===== src/design/kmp_ram.sv =====
// Generic single-write, single-read RAM with registered read data.
// No dependencies.
module kmp_ram #(
    parameter int WIDTH = 8,
    parameter int DEPTH = 256
) (
    input  logic                     clk,
    input  logic                     we,
    input  logic [$clog2(DEPTH)-1:0] waddr,
    input  logic [WIDTH-1:0]         wdata,
    input  logic                     re,
    input  logic [$clog2(DEPTH)-1:0] raddr,
    output logic [WIDTH-1:0]         rdata
);

    logic [WIDTH-1:0] mem [DEPTH];
    logic [WIDTH-1:0] rdata_reg;

    // Write port
    always_ff @(posedge clk)
    begin
        if (we)
        begin
            mem[waddr] <= wdata;
        end
    end

    // Registered read port
    always_ff @(posedge clk)
    begin
        if (re)
        begin
            rdata_reg <= mem[raddr];
        end
    end

    assign rdata = rdata_reg;

endmodule


===== config.mk =====
export PLATFORM = sky130hd
export DESIGN_NAME = kmp_ram
export DESIGN_NICKNAME = d
export VERILOG_FILES = /design/src/design/kmp_ram.sv
export SDC_FILE = /design/constraint.sdc
export NUM_CORES = 2
export LEC_CHECK = 0
export BUFFER_PORTS_ARGS = -buffer_cell sky130_fd_sc_hd__buf_2
export CAP_MARGIN = 10
export CORE_MARGIN = 2
export CORE_UTILIZATION = 63
export CTS_CLUSTER_DIAMETER = 50
export DETAILED_ROUTE_END_ITERATION = 8
export PLACE_DENSITY = 0.8
export SLEW_MARGIN = 25
export SYNTH_ARGS = -nofsm -noshare
export SYNTH_HDL_FRONTEND = slang
export SYNTH_SLANG_ARGS = --single-unit

===== constraint.sdc =====
create_clock -name clk -period 2.7 [get_ports clk]
set_input_delay 0.27 -clock clk [delete_from_list [all_inputs] [get_ports clk]]
set_output_delay 0.27 -clock clk [all_outputs]
set_load 0.005 [all_outputs]

Word-level counts from Yosys, hierarchy flattened
Memory sizes are Yosys's and may differ from the RTL's. A register that Yosys moved wholly into a read port is not among the register bits.
Index checks and enable logic that the tools add are counted.
{ "word_totals": {"register_bits": 0, "ramBits": 2048, "output_inout_bits": 8, "word_cells": 3, "n_memories": 1} }
{ "classes": {"muxes": 2} }
{ "memory_table": {"columns": ["memory", "depth", "word_bits", "rd", "rd_clocked_by_memory_dff", "write_ports", "line_no", "source"], "rows": [
  ["mem", 256, 8, 1, 1, 1, "16", "logic [WIDTH-1:0] mem [DEPTH];"]
]} }
{ "ops": {"columns": ["cell", "n"], "rows": [
  ["$mux W1", 2]
]} }

Longest topological paths before layout
{ "depth": {"depth_word": 2, "depth_mapped": 11} }

Worst setup path before layout
Ideal clock, no wire load.
{ "synth_timing": {"kind": "input -> register", "startpoint": "in raddr[0]", "endpoint": "reg rdata_reg[2] (netlist: rdata[2]) (read register of mem), data pin", "arrival_time_ps": 2077, "required_ps": 2431, "slack_ps": 354, "cell_stages": 9, "cell_sequence": "buf_6 -> buf_12 -> buf_8 -> buf_2 -> mux4_2 -> a22oi_1 -> a21oi_1 -> nor4_1 -> nor4_2"} }
{ "synth_rtl": {"columns": ["item", "line_no", "source"], "rows": [
  ["start: declaration", "12", "input logic [$clog2(DEPTH)-1:0] raddr,"],
  ["end: declaration", "17", "logic [WIDTH-1:0] rdata_reg;"]
]} }

==> load_flow_metrics.sql <==
INSERT INTO impl_metrics (metric_group, metric, value, unit) VALUES
('outcome', 'outcome', 'complete, but fails checks', ''),
('outcome', 'failed_checks', 'negative setup slack', ''),
('sta', 'fin_crit', '2.720', 'ns'),
('final_layout', 'share_of_the_core_filled_with_cells_in_the_final_layout', '73.51', '%'),
('route', 'm1WireLength', '69420', 'um'),
('logic_synthesis', 'synth.top_cell.area_share', '77.53', '%'),
('clock_tree', 'cts-buffers-inserted', '197', ''),
('setup_path', 'cp_data_arrival_time', '3.29', 'ns'),
('setup_path', 'critPathRequiredTime', '3.27', 'ns'),
('floorplan', 'num_rows', '130', ''),
('worst_hold_path', 'worstHoldStart', 'wdata[7]', ''),
('logic_synthesis', 'synthesis.area', '79640', 'um2'),
('route', 'drt-total-wl', '210400', 'um'),
('route', 'routed-via-count', '43200', ''),
('logic_synthesis', 'postSynthAreaPerCell', '21.33', 'um2'),
('setup_path', 'rr_startpoint', 'mem[65][1]', ''),
('clock_tree', 'clk-insertion-delay-late', '0.85', 'ns'),
('clock_tree', 'cts_sink_cnt', '2056', ''),
('logic_synthesis', 'ys_dominant_reg_cell', 'edfxtp_1', ''),
('floorplan', 'initial_core_util', '63.42', '%'),
('sta', 'finalSetupViolations', '1', ''),
('setup_path', 'crit_path_end_kind', 'flip-flop', ''),
('logic_synthesis', 'post_synth_inst_count', '3733', ''),
('clock_tree', 'clk_pin_slew', '0.06', 'ns'),
('logic_synthesis', 'synth.mux.area_fraction', '14.60', '%'),
('global_routing', 'grt_first_pass_wirelength', '306200', 'um'),
('clock_tree', 'cts-root-buf', 'clkbuf_16', ''),
('clock_tree', 'tritoncts', 'built', ''),
('worst_hold_path', 'hold_end', 'mem[61][7]', ''),
('logic_synthesis', 'synth_enable_flop_cells', '2056', ''),
('final_layout', 'layout.filler_cells', '6472', ''),
('setup_path', 'reg2reg_setup_slack', '-0.02', 'ns'),
('route', 'routed_wire_length_per_instance', '34.19', 'um'),
('logic_synthesis', 'post_synth_fa_ha_maj_area_fraction', '0', '%'),
('floorplan', 'die-width', '359.5', 'um'),
('logic_synthesis', 'post_synth_main_area_contributors', 'edfxtp_1, mux4_2, mux2i_1', ''),
('sta', 'finalMaxSlewViolations', '0', ''),
('logic_synthesis', 'biggest_area_consumer_among_synthesized_cells', 'edfxtp_1', ''),
('power_and_ir_drop', 'power.leakage', '0.02989', 'uW'),
('route', 'routed-wl-met3', '28010', 'um'),
('floorplan', 'die-height', '359.5', 'um'),
('logic_synthesis', 'synth_xor_xnor_area_share', '0', '%'),
('route', 'highest_layer', 'met5', ''),
('sta', 'layout_setup_ws', '-0.01953', 'ns'),
('floorplan', 'num_io_pins', '35', ''),
('global_routing', 'grt_overflow_total', '0', ''),
('place', 'place_worst_setup_slack', '-0.6745', 'ns'),
('global_routing', 'antenna_found_initial', '8', ''),
('sta', 'max_slew_margin', '39.26', '%'),
('worst_hold_path', 'timing.hold.worst.class', 'input pin to flip-flop', ''),
('route', 'antenna_violating_nets_post_route', '0', ''),
('logic_synthesis', 'share_of_flip_flops_with_an_asynchronous_set_or_reset_after_synthesis', '0', '%'),
('logic_synthesis', 'synth.distinct_cells', '54', ''),
('sta', 'timing.clock.skew', '0.05084', 'ns'),
('sta', 'fmaxAchievable', '367.7', 'MHz'),
('logic_synthesis', 'yosysSeqAreaShare', '77.53', '%'),
('route', 'drc_violation_count_after_routing', '0', ''),
('final_layout', 'final-seq-area', '61740', 'um2'),
('clock_tree', 'cts.path.max_buffers', '3', ''),
('route', 'vias_per_cell', '7.020', ''),
('final_layout', 'largest_register_ffs', '2048', ''),
('final_layout', 'multi_input_comb_area', '16510', 'um2'),
('setup_path', 'critical_path.max_fanout', '1', ''),
('place', 'hpwl_detailed', '125200', 'um'),
('floorplan', 'core', '125600', 'um2'),
('logic_synthesis', 'synth.yosys.warnings', '0', ''),
('logic_synthesis', 'synth_compound_area_share', '3.416', '%'),
('setup_path', 'r2r-end', 'rdata[1]', ''),
('worst_hold_path', 'min_path_cells', '1', ''),
('route', 'drt_iter0_drc', '7548', ''),
('sta', 'report.final.hold_viol_count', '0', '');
layer usage:
metal	track usage (%)	vias up
li1	-	16910
met1	43.50	21880
met2	52.41	3721
met3	8.852	669
met4	15.57	10
met5	0	-
Yosys cell counts, types with 21 or more instances:
cell type     n
nand2_1      33
buf_1        22
nand3_1      34
buf_6        21
a22oi_1     133
edfxtp_1   2056
buf_2        31
buf_4        27
clkbuf_1    111
mux2i_1     134
a21oi_1      96
nor2_1      282
o22ai_1      28
o221ai_1     46
mux4_2      454
nor2b_1      31
nor3_1       22
nor4_1       24
layout make-up:
class / count / share of cell area [%]
repair buffers: 637 / 6.179
diodes: 7 / 0.01898
inverters: 2 / 0.008133
well taps: 1650 / 2.237
multi-input cells: 1442 / 17.88
clock buffers: 234 / 5.537
clock inverters: 125 / 1.247
flip-flops and latches: 2056 / 66.89
through the flow:
stage | setup TNS [ns] | total power (uW) | cells | cell area (um2)
after floorplan | 0 | 37610 | 3733 | 79640
after global placement | -2.958 | 39290 | 5782 | 85950
after detailed placement | -3.098 | 39390 | 5782 | 85950
after CTS | 0 | 65960 | 6146 | 92260
after global routing | 0 | 67240 | 6146 | 92280
final | -0.01953 | 65880 | 6153 | 92300
placed cells by master, fill, tap and decap left out, drive strengths merged, types with 28 or more instances in the layout:
| cell type | netlist | final |
|---|---|---|
| mux4 | 456 | 456 |
| o221ai | 47 | 47 |
| o22ai | 28 | 28 |
| a21oi | 96 | 96 |
| nand3 | 34 | 34 |
| buf | 122 | 624 |
| a22oi | 133 | 133 |
| nor2b | 31 | 31 |
| clkbuf | 111 | 242 |
| mux2i | 134 | 134 |
| nor2 | 282 | 282 |
| clkinv | 1 | 92 |
| edfxtp | 2056 | 2056 |
| nand2 | 33 | 33 |
how the worst max path moves through the flow:
stage / startpoint / to / slack (ns) / depth (start not counted)
finish: mem[65][1] / rdata[1] / -0.02 / 5
global route: mem[48][0] / rdata[0] / 0.05 / 6
CTS: mem[216][2] / rdata[2] / 0.0008 / 6
detailed placement: raddr[0] / rdata[0] / -0.67 / 9
global placement: raddr[0] / rdata[0] / -0.69 / 9
floorplan: raddr[0] / rdata[2] / 0.35 / 9
cells by family (layout without fill, tap and decap cells):
group                  count (synthesis)  count (layout)
DFF                                 2056            2056
buffers and inverters                235             998
muxes                                591             591
AOI/OAI and AO/OA                    385             385
other                                  0               7
and+or+nand+nor                      466             466
critical path: stages, from the launching register on:
cell	delay, ns
edfxtp_1	0.45
mux4_2	0.52
mux4_2	0.49
nor2b_1	0.20
nor4_1	0.65
nor4_1	0.16
timing repair:
action                                 in CTS  in global routing
endpoints found under the hold margin     132                  0
hold buffers                                5                  0
buffers inserted                            0                  0
resized for setup                           0                  3
setup endpoints to repair                   0                  2
power by group:
group / internal [uW] / switching [uW] / total, uW / leakage, uW
combinational: 1400 / 2220 / 3620 / 0.00835
sequential: 35200 / 56.9 / 35300 / 0.0185
clock: 15000 / 12000 / 27000 / 0.00306
No activity file was read; power rests on OpenSTA's default activity.
