--- src/design/kmp_pkg.sv ---
// Shared types, constants and the sequencer microcode for the shortest-period block.
// Depends on nothing; every other design file but kmp_ram imports it.
package kmp_pkg;

    localparam int MAX_LEN  = 4096;
    localparam int ADDR_W   = $clog2(MAX_LEN);
    localparam int POS_W    = ADDR_W + 1;
    localparam int CH_W     = 8;
    localparam int PERIOD_W = 13;
    localparam int STEP_W   = 4;
    localparam int COND_W   = 4;
    localparam int ELSE_W   = 2;

    typedef logic [STEP_W-1:0] step_t;
    typedef logic [COND_W-1:0] cond_t;
    typedef logic [ELSE_W-1:0] else_t;

    // Branch conditions
    localparam cond_t C_ALWAYS   = 4'd0;
    localparam cond_t C_ACCEPT   = 4'd1;
    localparam cond_t C_FULL     = 4'd2;
    localparam cond_t C_POS_ZERO = 4'd3;
    localparam cond_t C_MATCH    = 4'd4;
    localparam cond_t C_K_ZERO   = 4'd5;
    localparam cond_t C_NOT_LAST = 4'd6;
    localparam cond_t C_LAST     = 4'd7;
    localparam cond_t C_OUT_FREE = 4'd8;

    // Where to go when the condition is false
    localparam else_t E_NEXT = 2'd0;
    localparam else_t E_HOLD = 2'd1;
    localparam else_t E_HOME = 2'd2;

    // Program steps
    localparam step_t S_WAIT  = 4'd0;
    localparam step_t S_CHECK = 4'd1;
    localparam step_t S_READ  = 4'd2;
    localparam step_t S_CMP   = 4'd3;
    localparam step_t S_KZERO = 4'd4;
    localparam step_t S_FALL  = 4'd5;
    localparam step_t S_INC   = 4'd6;
    localparam step_t S_WRITE = 4'd7;
    localparam step_t S_FIN   = 4'd8;
    localparam step_t S_OVF   = 4'd9;

    typedef struct packed {
        logic  ready;    // take a request
        logic  rd;       // read text[k] and fail[k-1]
        logic  k_load;   // k <= fail[k-1]
        logic  k_inc;    // k <= k + 1
        logic  wr;       // store byte and failure value, advance position
        logic  set_ovf;  // note a dropped byte
        logic  emit;     // hand out the result when the output slot is free
        cond_t cond;
        step_t target;
        else_t els;
    } ctrl_t;

    typedef struct packed {
        logic accept;
        logic full;
        logic pos_zero;
        logic match;
        logic k_zero;
        logic last;
        logic out_free;
    } stat_t;

    function automatic ctrl_t mk(logic ready, logic rd, logic k_load, logic k_inc,
                                 logic wr, logic set_ovf, logic emit,
                                 cond_t cond, step_t target, else_t els);
        ctrl_t c;
        c.ready   = ready;
        c.rd      = rd;
        c.k_load  = k_load;
        c.k_inc   = k_inc;
        c.wr      = wr;
        c.set_ovf = set_ovf;
        c.emit    = emit;
        c.cond    = cond;
        c.target  = target;
        c.els     = els;
        return c;
    endfunction

    // Microcode ROM
    function automatic ctrl_t kmp_ucode(step_t step);
        ctrl_t c;
        unique case (step)
            S_WAIT:  c = mk(1'b1, 1'b0, 1'b0, 1'b0, 1'b0, 1'b0, 1'b0,
                            C_ACCEPT, S_CHECK, E_HOLD);
            S_CHECK: c = mk(1'b0, 1'b0, 1'b0, 1'b0, 1'b0, 1'b0, 1'b0,
                            C_FULL, S_OVF, E_NEXT);
            S_READ:  c = mk(1'b0, 1'b1, 1'b0, 1'b0, 1'b0, 1'b0, 1'b0,
                            C_POS_ZERO, S_WRITE, E_NEXT);
            S_CMP:   c = mk(1'b0, 1'b0, 1'b0, 1'b0, 1'b0, 1'b0, 1'b0,
                            C_MATCH, S_INC, E_NEXT);
            S_KZERO: c = mk(1'b0, 1'b0, 1'b0, 1'b0, 1'b0, 1'b0, 1'b0,
                            C_K_ZERO, S_WRITE, E_NEXT);
            S_FALL:  c = mk(1'b0, 1'b0, 1'b1, 1'b0, 1'b0, 1'b0, 1'b0,
                            C_ALWAYS, S_READ, E_NEXT);
            S_INC:   c = mk(1'b0, 1'b0, 1'b0, 1'b1, 1'b0, 1'b0, 1'b0,
                            C_ALWAYS, S_WRITE, E_NEXT);
            S_WRITE: c = mk(1'b0, 1'b0, 1'b0, 1'b0, 1'b1, 1'b0, 1'b0,
                            C_NOT_LAST, S_WAIT, E_NEXT);
            S_FIN:   c = mk(1'b0, 1'b0, 1'b0, 1'b0, 1'b0, 1'b0, 1'b1,
                            C_OUT_FREE, S_WAIT, E_HOLD);
            S_OVF:   c = mk(1'b0, 1'b0, 1'b0, 1'b0, 1'b0, 1'b1, 1'b0,
                            C_LAST, S_FIN, E_HOME);
            default: c = mk(1'b0, 1'b0, 1'b0, 1'b0, 1'b0, 1'b0, 1'b0,
                            C_ALWAYS, S_WAIT, E_NEXT);
        endcase
        return c;
    endfunction

endpackage

--- src/design/kmp_useq.sv ---
// Microcode sequencer: step counter, control ROM and conditional branching.
// Depends on kmp_pkg (ctrl_t, stat_t, kmp_ucode).
module kmp_useq
    import kmp_pkg::*;
(
    input  logic  clk,
    input  logic  rst_n,
    input  stat_t stat,
    output ctrl_t ctrl
);

    step_t step_reg;
    step_t step_next;
    logic  taken;

    assign ctrl = kmp_ucode(step_reg);

    // Condition select
    always_comb
    begin
        unique case (ctrl.cond)
            C_ALWAYS:   taken = 1'b1;
            C_ACCEPT:   taken = stat.accept;
            C_FULL:     taken = stat.full;
            C_POS_ZERO: taken = stat.pos_zero;
            C_MATCH:    taken = stat.match;
            C_K_ZERO:   taken = stat.k_zero;
            C_NOT_LAST: taken = !stat.last;
            C_LAST:     taken = stat.last;
            C_OUT_FREE: taken = stat.out_free;
            default:    taken = 1'b0;
        endcase
    end

    // Next step
    always_comb
    begin
        if (taken)
        begin
            step_next = ctrl.target;
        end
        else
        begin
            unique case (ctrl.els)
                E_NEXT:  step_next = step_reg + step_t'(1);
                E_HOLD:  step_next = step_reg;
                E_HOME:  step_next = S_WAIT;
                default: step_next = S_WAIT;
            endcase
        end
    end

    always_ff @(posedge clk or negedge rst_n)
    begin
        if (!rst_n)
        begin
            step_reg <= S_WAIT;
        end
        else
        begin
            step_reg <= step_next;
        end
    end

endmodule

--- config.mk ---
export PLATFORM = sky130hd
export DESIGN_NAME = kmp_useq
export DESIGN_NICKNAME = d
export VERILOG_FILES = /design/src/design/kmp_pkg.sv /design/src/design/kmp_useq.sv
export SDC_FILE = /design/constraint.sdc
export NUM_CORES = 1
export LEC_CHECK = 0
export ABC_CLOCK_PERIOD_IN_PS = 5400
export BUFFER_PORTS_ARGS = -buffer_cell sky130_fd_sc_hd__buf_2
export CORE_MARGIN = 2
export CORE_UTILIZATION = 34
export DETAILED_ROUTE_END_ITERATION = 6
export GPL_ROUTABILITY_DRIVEN = 0
export GPL_TIMING_DRIVEN = 0
export RECOVER_POWER = 25
export SYNTH_ARGS = -nofsm -noshare
export SYNTH_HDL_FRONTEND = slang
export SYNTH_SLANG_ARGS = --single-unit
--- constraint.sdc ---
create_clock -name clk -period 5.4 [get_ports clk]
set_input_delay 1.08 -clock clk [delete_from_list [all_inputs] [get_ports clk]]
set_output_delay 1.08 -clock clk [all_outputs]
set_load 0.05 [all_outputs]
# Yosys cells after proc, flatten, opt, wreduce, memory -nomap -nowiden
# Memories as Yosys holds them, arrays and structs flattened.
# Index checks and enable logic that the tools add are counted.
dict set report word_totals {
  latchBits 0
  memories 1
  rom_bits 272
  word_cells 19
  ramBits 0
  reg_bits 4
  input_bits 9
}
dict set report classes {
  n_reduce_logical 3
  shift 0
  mul 0
  n_bitwise 0
  n_div 0
  n_addsub 1
  muxes 3
  n_eq_ne 10
  order_cmp 0
}
# memory depth word_bits rd rd_ports_with_merged_regs write_ports line_no
set mem_list {}
lappend mem_list {{(no name shown)} 16 17 1 0 0 kmp_pkg.sv:89} ;# unique case (step)
# operator n
set ops {}
lappend ops {{4-bit by 3-bit == test with 1-bit output, second input constant} 4}
lappend ops {{1-bit case mux with 9 select lines} 1}
lappend ops {{4-bit by 2-bit == test with 1-bit output, second input constant} 2}
lappend ops {{4-bit case mux with 2 select lines} 1}
lappend ops {{4-bit by 1-bit adder with 4-bit output, second input constant} 1}
lappend ops {{4-bit by 1-bit == test with 1-bit output, second input constant} 1}
lappend ops {{4-bit == test, second input constant} 1}
lappend ops {{4-bit logical NOT} 1}
lappend ops {{4-bit 2-to-1 mux} 1}
lappend ops {{2-bit by 1-bit == test with 1-bit output, second input constant} 1}
lappend ops {{2-bit logical NOT} 1}
lappend ops {{2-bit != test, second input constant} 1}
lappend ops {{1-bit logical NOT} 1}

# Depth between registers and ports, before layout
# Gate-level depths: netlist of run 1.
# An unclocked memory read counts as a cell.
dict set report depth {
  word_depth 4
  depth_mapped 8
  depth_no_buf 8
}

# Worst setup path after synthesis of run 1
# Ideal clock, no wire load.
dict set report synth_path {
  path_type {register -> output}
  startpoint {reg step_reg[1]}
  endpoint {out ctrl[11] in the netlist's numbering}
  n_path_buf 1
  path_slack_ps 2020
  stages_incl_launch_ff 7
  t_arrival_ps 2300
  cell_sequence {dfrtp_1 > inv_1 > ha_1 > nor2b_1 > nand2_1 > inv_1 > buf_4}
}
# element line_no
set synth_lines {}
lappend synth_lines {{from (decl)} kmp_useq.sv:12} ;# step_t step_reg;
lappend synth_lines {{from (signal assigned)} kmp_useq.sv:61} ;# step_reg <= step_next;
lappend synth_lines {{to (decl)} kmp_useq.sv:9} ;# output ctrl_t ctrl

==> impl_results.md, run 1 <==
* Status: complete, no violations
* Clock Path Buffers at 2
* I/O pin total at 26
* Rel. slew slack at 60.0%
* Via count at 659
* DP Wirelength at 1260 microns
* Nets@finish at 124
* # Post-CTS Setup Buffers at 0
* Die width at 48.1 microns
* FF-to-FF Start: step_reg[0]
* Mapped Area at 662 sq um
* CP Class: reg -> out
* CP peak stage delay at 0.45 ns
* Warnings, synthesis at 0
* Mean post-synth cell area at 8.27 sq um
* Setup Skew at 0.00521 ns
* H-Tree Level Count at 1
* RSZ-0062 raised after global routing: no
* Rows at 15
* Vias per cell at 4.95
* Slowest-stage cell, CP: dfrtp_1
* Worst Path Required at 4.32 ns
* Placed cell count at 130
* CP most frequent cell: mux2i_1
* Most frequent cells in the layout: 22 x buf_2, 8 x mux2i_1, 7 x nand2_1, 7 x a21oi_1
* CP Launch Point: step_reg[0]
* Synthesized Nets at 94
* Post-synth cell types at 30
* Clock transition at the registers of the reported paths at 0.04 ns
* N_diodes at 0
* Final setup viols at 0
* CP Launch Type: flop
* Synthesis-to-layout area growth at 26.5%
* Number of global-route vias before repair at 597
* CTS tree: yes
* # port buffers at 25
* First-pass GRT wire length at 2590 microns
* Critical Path AT at 1.93 ns
* Commonest non-fill, non-tap cell in the layout: buf_2
* Antenna-violating nets left at 0
* Total gr overflow at 0
* Hold WC Path Type: in -> async
* Final min period at 3.01 ns
* Post-layout util at 46.9%
* Seq/Total Area, Yosys at 15.1%
* Initial Util at 37.1%
* Final hold vios at 0
* WL/cell at 11.8 microns
* Crit path max fanout at 7
* Max Slew Vio Count at 0
* Max FFs per register at 4
* Worst-Skew Late Latency at 0.23 ns
* Ratio of cells with drive above 1 in the final layout at 33.3%
* Pre-Repair DR Iteration Count at 4
* TritonCTS Buffers at 3
* Hold_buf cts at 0
* Initial antenna violation count at 0
* Largest net degree at the start of global routing at 11
* CP Capture Type: output pin
* Core area at 0.00178 sq mm
* Root Driver: clkbuf_4
* Period utilisation layout at 55.7%
* Routed WL at 1580 microns
* Post-Synthesis Cells at 80
* Slew @ Worst Pin at 0.603 ns
* Worst path cell trace: inv_1 > ha_1 > mux2i_1 > mux2i_1 > buf_2
* Setup TNS at 0 ns
* Max cap viols at 0
* Number of synthesized register bits at 4
* Die ar. at 0.00232 sq mm
* Max frequency at 332 MHz
* Hold_ws at 0.667 ns
* Clock sink count at 4
* Post-CTS resize count at 0
* Post-Layout Cell Count at 133
* Die H at 48.1 microns
* First DRT Iteration DRCs at 10
* Total track usage at 15.7%
* Post-route DRC at 0
## critical path: cells and delay by family (launching register included)
family	cells	cell delay (ns)
muxes	2	0.46
DFF	1	0.45
buffers and inverters	2	0.37
adders and majority gates	1	0.42
## path summary, 6_finish.rpt
| check | end | slack [ns] | depth (start not counted) |
|---|---|---|---|
| worst max-delay path | ctrl[7] | 2.39 | 5 |
| worst min-delay path | step_reg[2] | 0.67 | 1 |
| worst max register to register | step_reg[0] | 2.74 | 8 |
| worst min register to register | step_reg[2] | 0.79 | 3 |
| max in group asynchronous | step_reg[1] | 4.55 | 1 |
| min in group clk | step_reg[2] | 0.79 | 3 |
## final cells by class
type                    instances  area, sq um
repair buffers                 25          121
plain buffers                   6         41.3
flip-flops and latches          4          100
clock buffers                   3         22.5
well taps                      25         31.3
fillers                       191          946
multi-input cells              66          505
inverters                       4         15.0
## metrics by stage
step | area, sq um | setup WS [ns]
2_1_floorplan | 662 | 2.02
3_3_place_gp | 818 | 2.68
3_5_place_dp | 818 | 2.65
4_1_cts | 841 | 2.36
5_1_grt | 837 | 2.22
6_report | 837 | 2.39
## synthesized netlist by cell type
library cell	instances	area, sq um
a211oi_1	1	7.51
a21o_1	1	7.51
a21oi_1	7	35.0
a22o_1	1	8.76
a22o_4	1	17.5
and2_1	3	18.8
and3_1	1	6.26
and3b_1	1	8.76
buf_4	3	22.5
buf_6	1	11.3
clkbuf_1	2	7.51
dfrtp_1	4	100
ha_1	5	62.6
inv_1	3	11.3
inv_2	1	3.75
mux2_2	1	11.3
mux2_4	4	60.1
mux2i_1	8	80.1
nand2_1	7	26.3
nand2b_1	4	25.0
nand3b_1	2	15.0
nor2_1	5	18.8
nor2b_1	3	18.8
nor3b_1	1	7.51
o21a_1	1	7.51
o21ai_0	3	15.0
o22a_1	1	8.76
or2_1	1	6.26
or3_1	1	6.26
xnor2_1	3	26.3
## kinds of logic (layout without fill, tap and decap cells)
group,Yosys count,in the layout,share of synthesized area [%]
and+or+nand+nor,29,29,23.8
AOI/OAI and AO/OA,16,16,16.3
muxes,13,13,22.9
buffers and inverters,10,38,8.51
adders and majority gates,5,5,9.45
DFF,4,4,15.1
xor gates and xnor gates,3,3,3.97
## layer usage
layer	wire, microns	up-vias	track usage [%]
li1	-	333	-
met1	763	295	21.4
met2	694	31	26.7
met3	118	0	4.07
met4	0	0	0
met5	0	-	0
Power of run 1 is left out: the tool's default activity adds up to more than one toggle a clock period on the data nets, which glitch-free logic cannot reach.
==> inputs of run 2 (changes only) <==
Settings changed: ABC_CLOCK_PERIOD_IN_PS 5400 to 2850.
Clock period 5.4 ns to 2.85 ns, I/O delays scaled along.
==> impl_results.md, run 2 (synthesized netlist as in run 1, its figures left out) <==
* Slew @ Worst Pin at 0.589 ns (-0.0138 ns)
* Hold WC Path Type: in -> async
* Ratio of cells with drive above 1 in the final layout at 34.3% (+0.93 points)
* Max cap viols at 0 (unchanged)
* Most frequent cells in the layout: 22 x buf_2, 8 x mux2i_1, 7 x nand2_1, 7 x a21oi_1
* Nets@finish at 124 (unchanged)
* Area of the multi-input gates at 508 sq um (+0.49%)
* Pre-Repair DR Iteration Count at 3 (-1)
* Slowest-stage cell, CP: dfrtp_1
* Root Driver: clkbuf_4
* Rel. slew slack at 60.9% (+0.92 points)
* Post-route DRC at 0 (unchanged)
* CP bufs+invs at 1 (-1)
* # port buffers at 25 (unchanged)
* Max frequency at 382 MHz
* Hold_buf cts at 0 (unchanged)
* CP peak stage delay at 0.44 ns (about the same)
* Fill count at 197 (+3.1%)
* Antenna-violating nets left at 0 (unchanged)
* First DRT Iteration DRCs at 2 (-8)
* CP delay by family, top: multiplexers
* Core area at 0.00178 sq mm (unchanged)
* First-pass GRT wire length at 2420 microns (-6.4%)
* Die width at 48.1 microns (unchanged)
* Routed WL at 1540 microns (-2.2%)
* CP Launch Type: flop
* Die ar. at 0.00232 sq mm (unchanged)
* Rows at 15 (unchanged)
* Number of global-route vias before repair at 601 (+0.67%)
* Setup Skew at 0.00731 ns (+0.00210 ns)
* Clock sink count at 4 (unchanged)
* DP Wirelength at 1220 microns (-3.1%)
* Synthesis-to-layout area growth at 26.8%
* Clock Path Buffers at 2 (unchanged)
* Worst Path Required at 2.96 ns (-1.36 ns)
* Clock transition at the registers of the reported paths at 0.04 ns (about the same)
* Vias per cell at 4.90 (-1.1%)
* Commonest non-fill, non-tap cell in the layout: buf_2
* Critical Path AT at 2.72 ns (+0.79 ns)
* N_diodes at 0 (unchanged)
* Final min period at 2.62 ns
* Worst-Skew Late Latency at 0.23 ns (about the same)
* RSZ-0062 raised after global routing: no
* Period utilisation layout at 91.8%
* # Post-CTS Setup Buffers at 0 (unchanged)
* Max FFs per register at 4 (unchanged)
* Post-CTS resize count at 0 (unchanged)
* Max Slew Vio Count at 0 (unchanged)
* CTS tree: yes
* Reg area at 100 sq um (unchanged)
* Largest net degree at the start of global routing at 11 (unchanged)
* I/O pin total at 26 (unchanged)
* Final hold vios at 0 (unchanged)
* H-Tree Level Count at 1 (unchanged)
* Total track usage at 14.4% (-1.3 points)
* Worst path cell trace: inv_1 > ha_1 > mux2i_1 > mux2i_1 > mux2i_1 > mux2_2 > a22o_4 > mux2_4
* CP Capture Type: flop
* Crit path max fanout at 7 (unchanged)
* Die H at 48.1 microns (unchanged)
* Setup TNS at 0 ns (unchanged)
* Final setup viols at 0 (unchanged)
* Initial antenna violation count at 0 (unchanged)
* CP most frequent cell: mux2i_1
* CP Class: reg -> reg
* Via count at 652 (-1.1%)
* Status: complete, no violations
* Initial Util at 37.1% (unchanged)
* TritonCTS Buffers at 3 (unchanged)
* Total gr overflow at 0 (unchanged)
* WL/cell at 11.6 microns (-2.2%)
==> run 2: cell count changes in the layout (fill, tap and decap cells not counted) <==
cell / before / now
o21ai_0: 3 / 2
o21ai_1: 0 / 1
nor2b_2: 0 / 1
nor2b_1: 3 / 2
==> run 2: final cells by class <==
| type | count | share of cell area (%) |
|---|---|---|
| plain buffers | 6 | 4.92 |
| clock buffers | 3 | 2.68 |
| inverters | 4 | 1.79 |
| multi-input cells | 66 | 60.5 |
| flip-flops and latches | 4 | 11.9 |
| well taps | 25 | 3.73 |
| repair buffers | 25 | 14.5 |
==> run 2: metrics by stage <==
stage | utilization [%] | setup slack (ns) | hold slack, ns | cell area [sq um] | instances
floorplan | - | 0.283 | 0.274 | 664 | 80
global placement | 46.0 | 0.226 | 0.375 | 821 | 130
detailed placement | 46.0 | 0.229 | 0.380 | 821 | 130
CTS | 47.3 | 0.197 | 0.125 | 843 | 133
global route | 47.1 | 0.0855 | 0.161 | 840 | 133
finish | 47.1 | 0.234 | 0.155 | 840 | 133
==> run 2: metal layers <==
layer	vias to the layer above	global-route usage, %	wire (microns)
met3	0	1.11	55
met4	0	3.24	0
met5	-	0	0
met2	19	27.2	736
met1	300	17.7	749
li1	333	-	-
==> run 2: path summary, 6_finish.rpt <==
check	depth (start not counted)	slack, ns	end	from
max in group asynchronous	1	2.51	step_reg[1]	rst_n
min in group clk	3	0.80	step_reg[2]	step_reg[2]
worst max register to register	8	0.23	step_reg[0]	step_reg[0]
worst min register to register	3	0.80	step_reg[2]	step_reg[2]
worst min-delay path	1	0.16	step_reg[3]	rst_n
worst max-delay path	8	0.23	step_reg[0]	step_reg[0]
Power of run 2 is left out for the same reason.
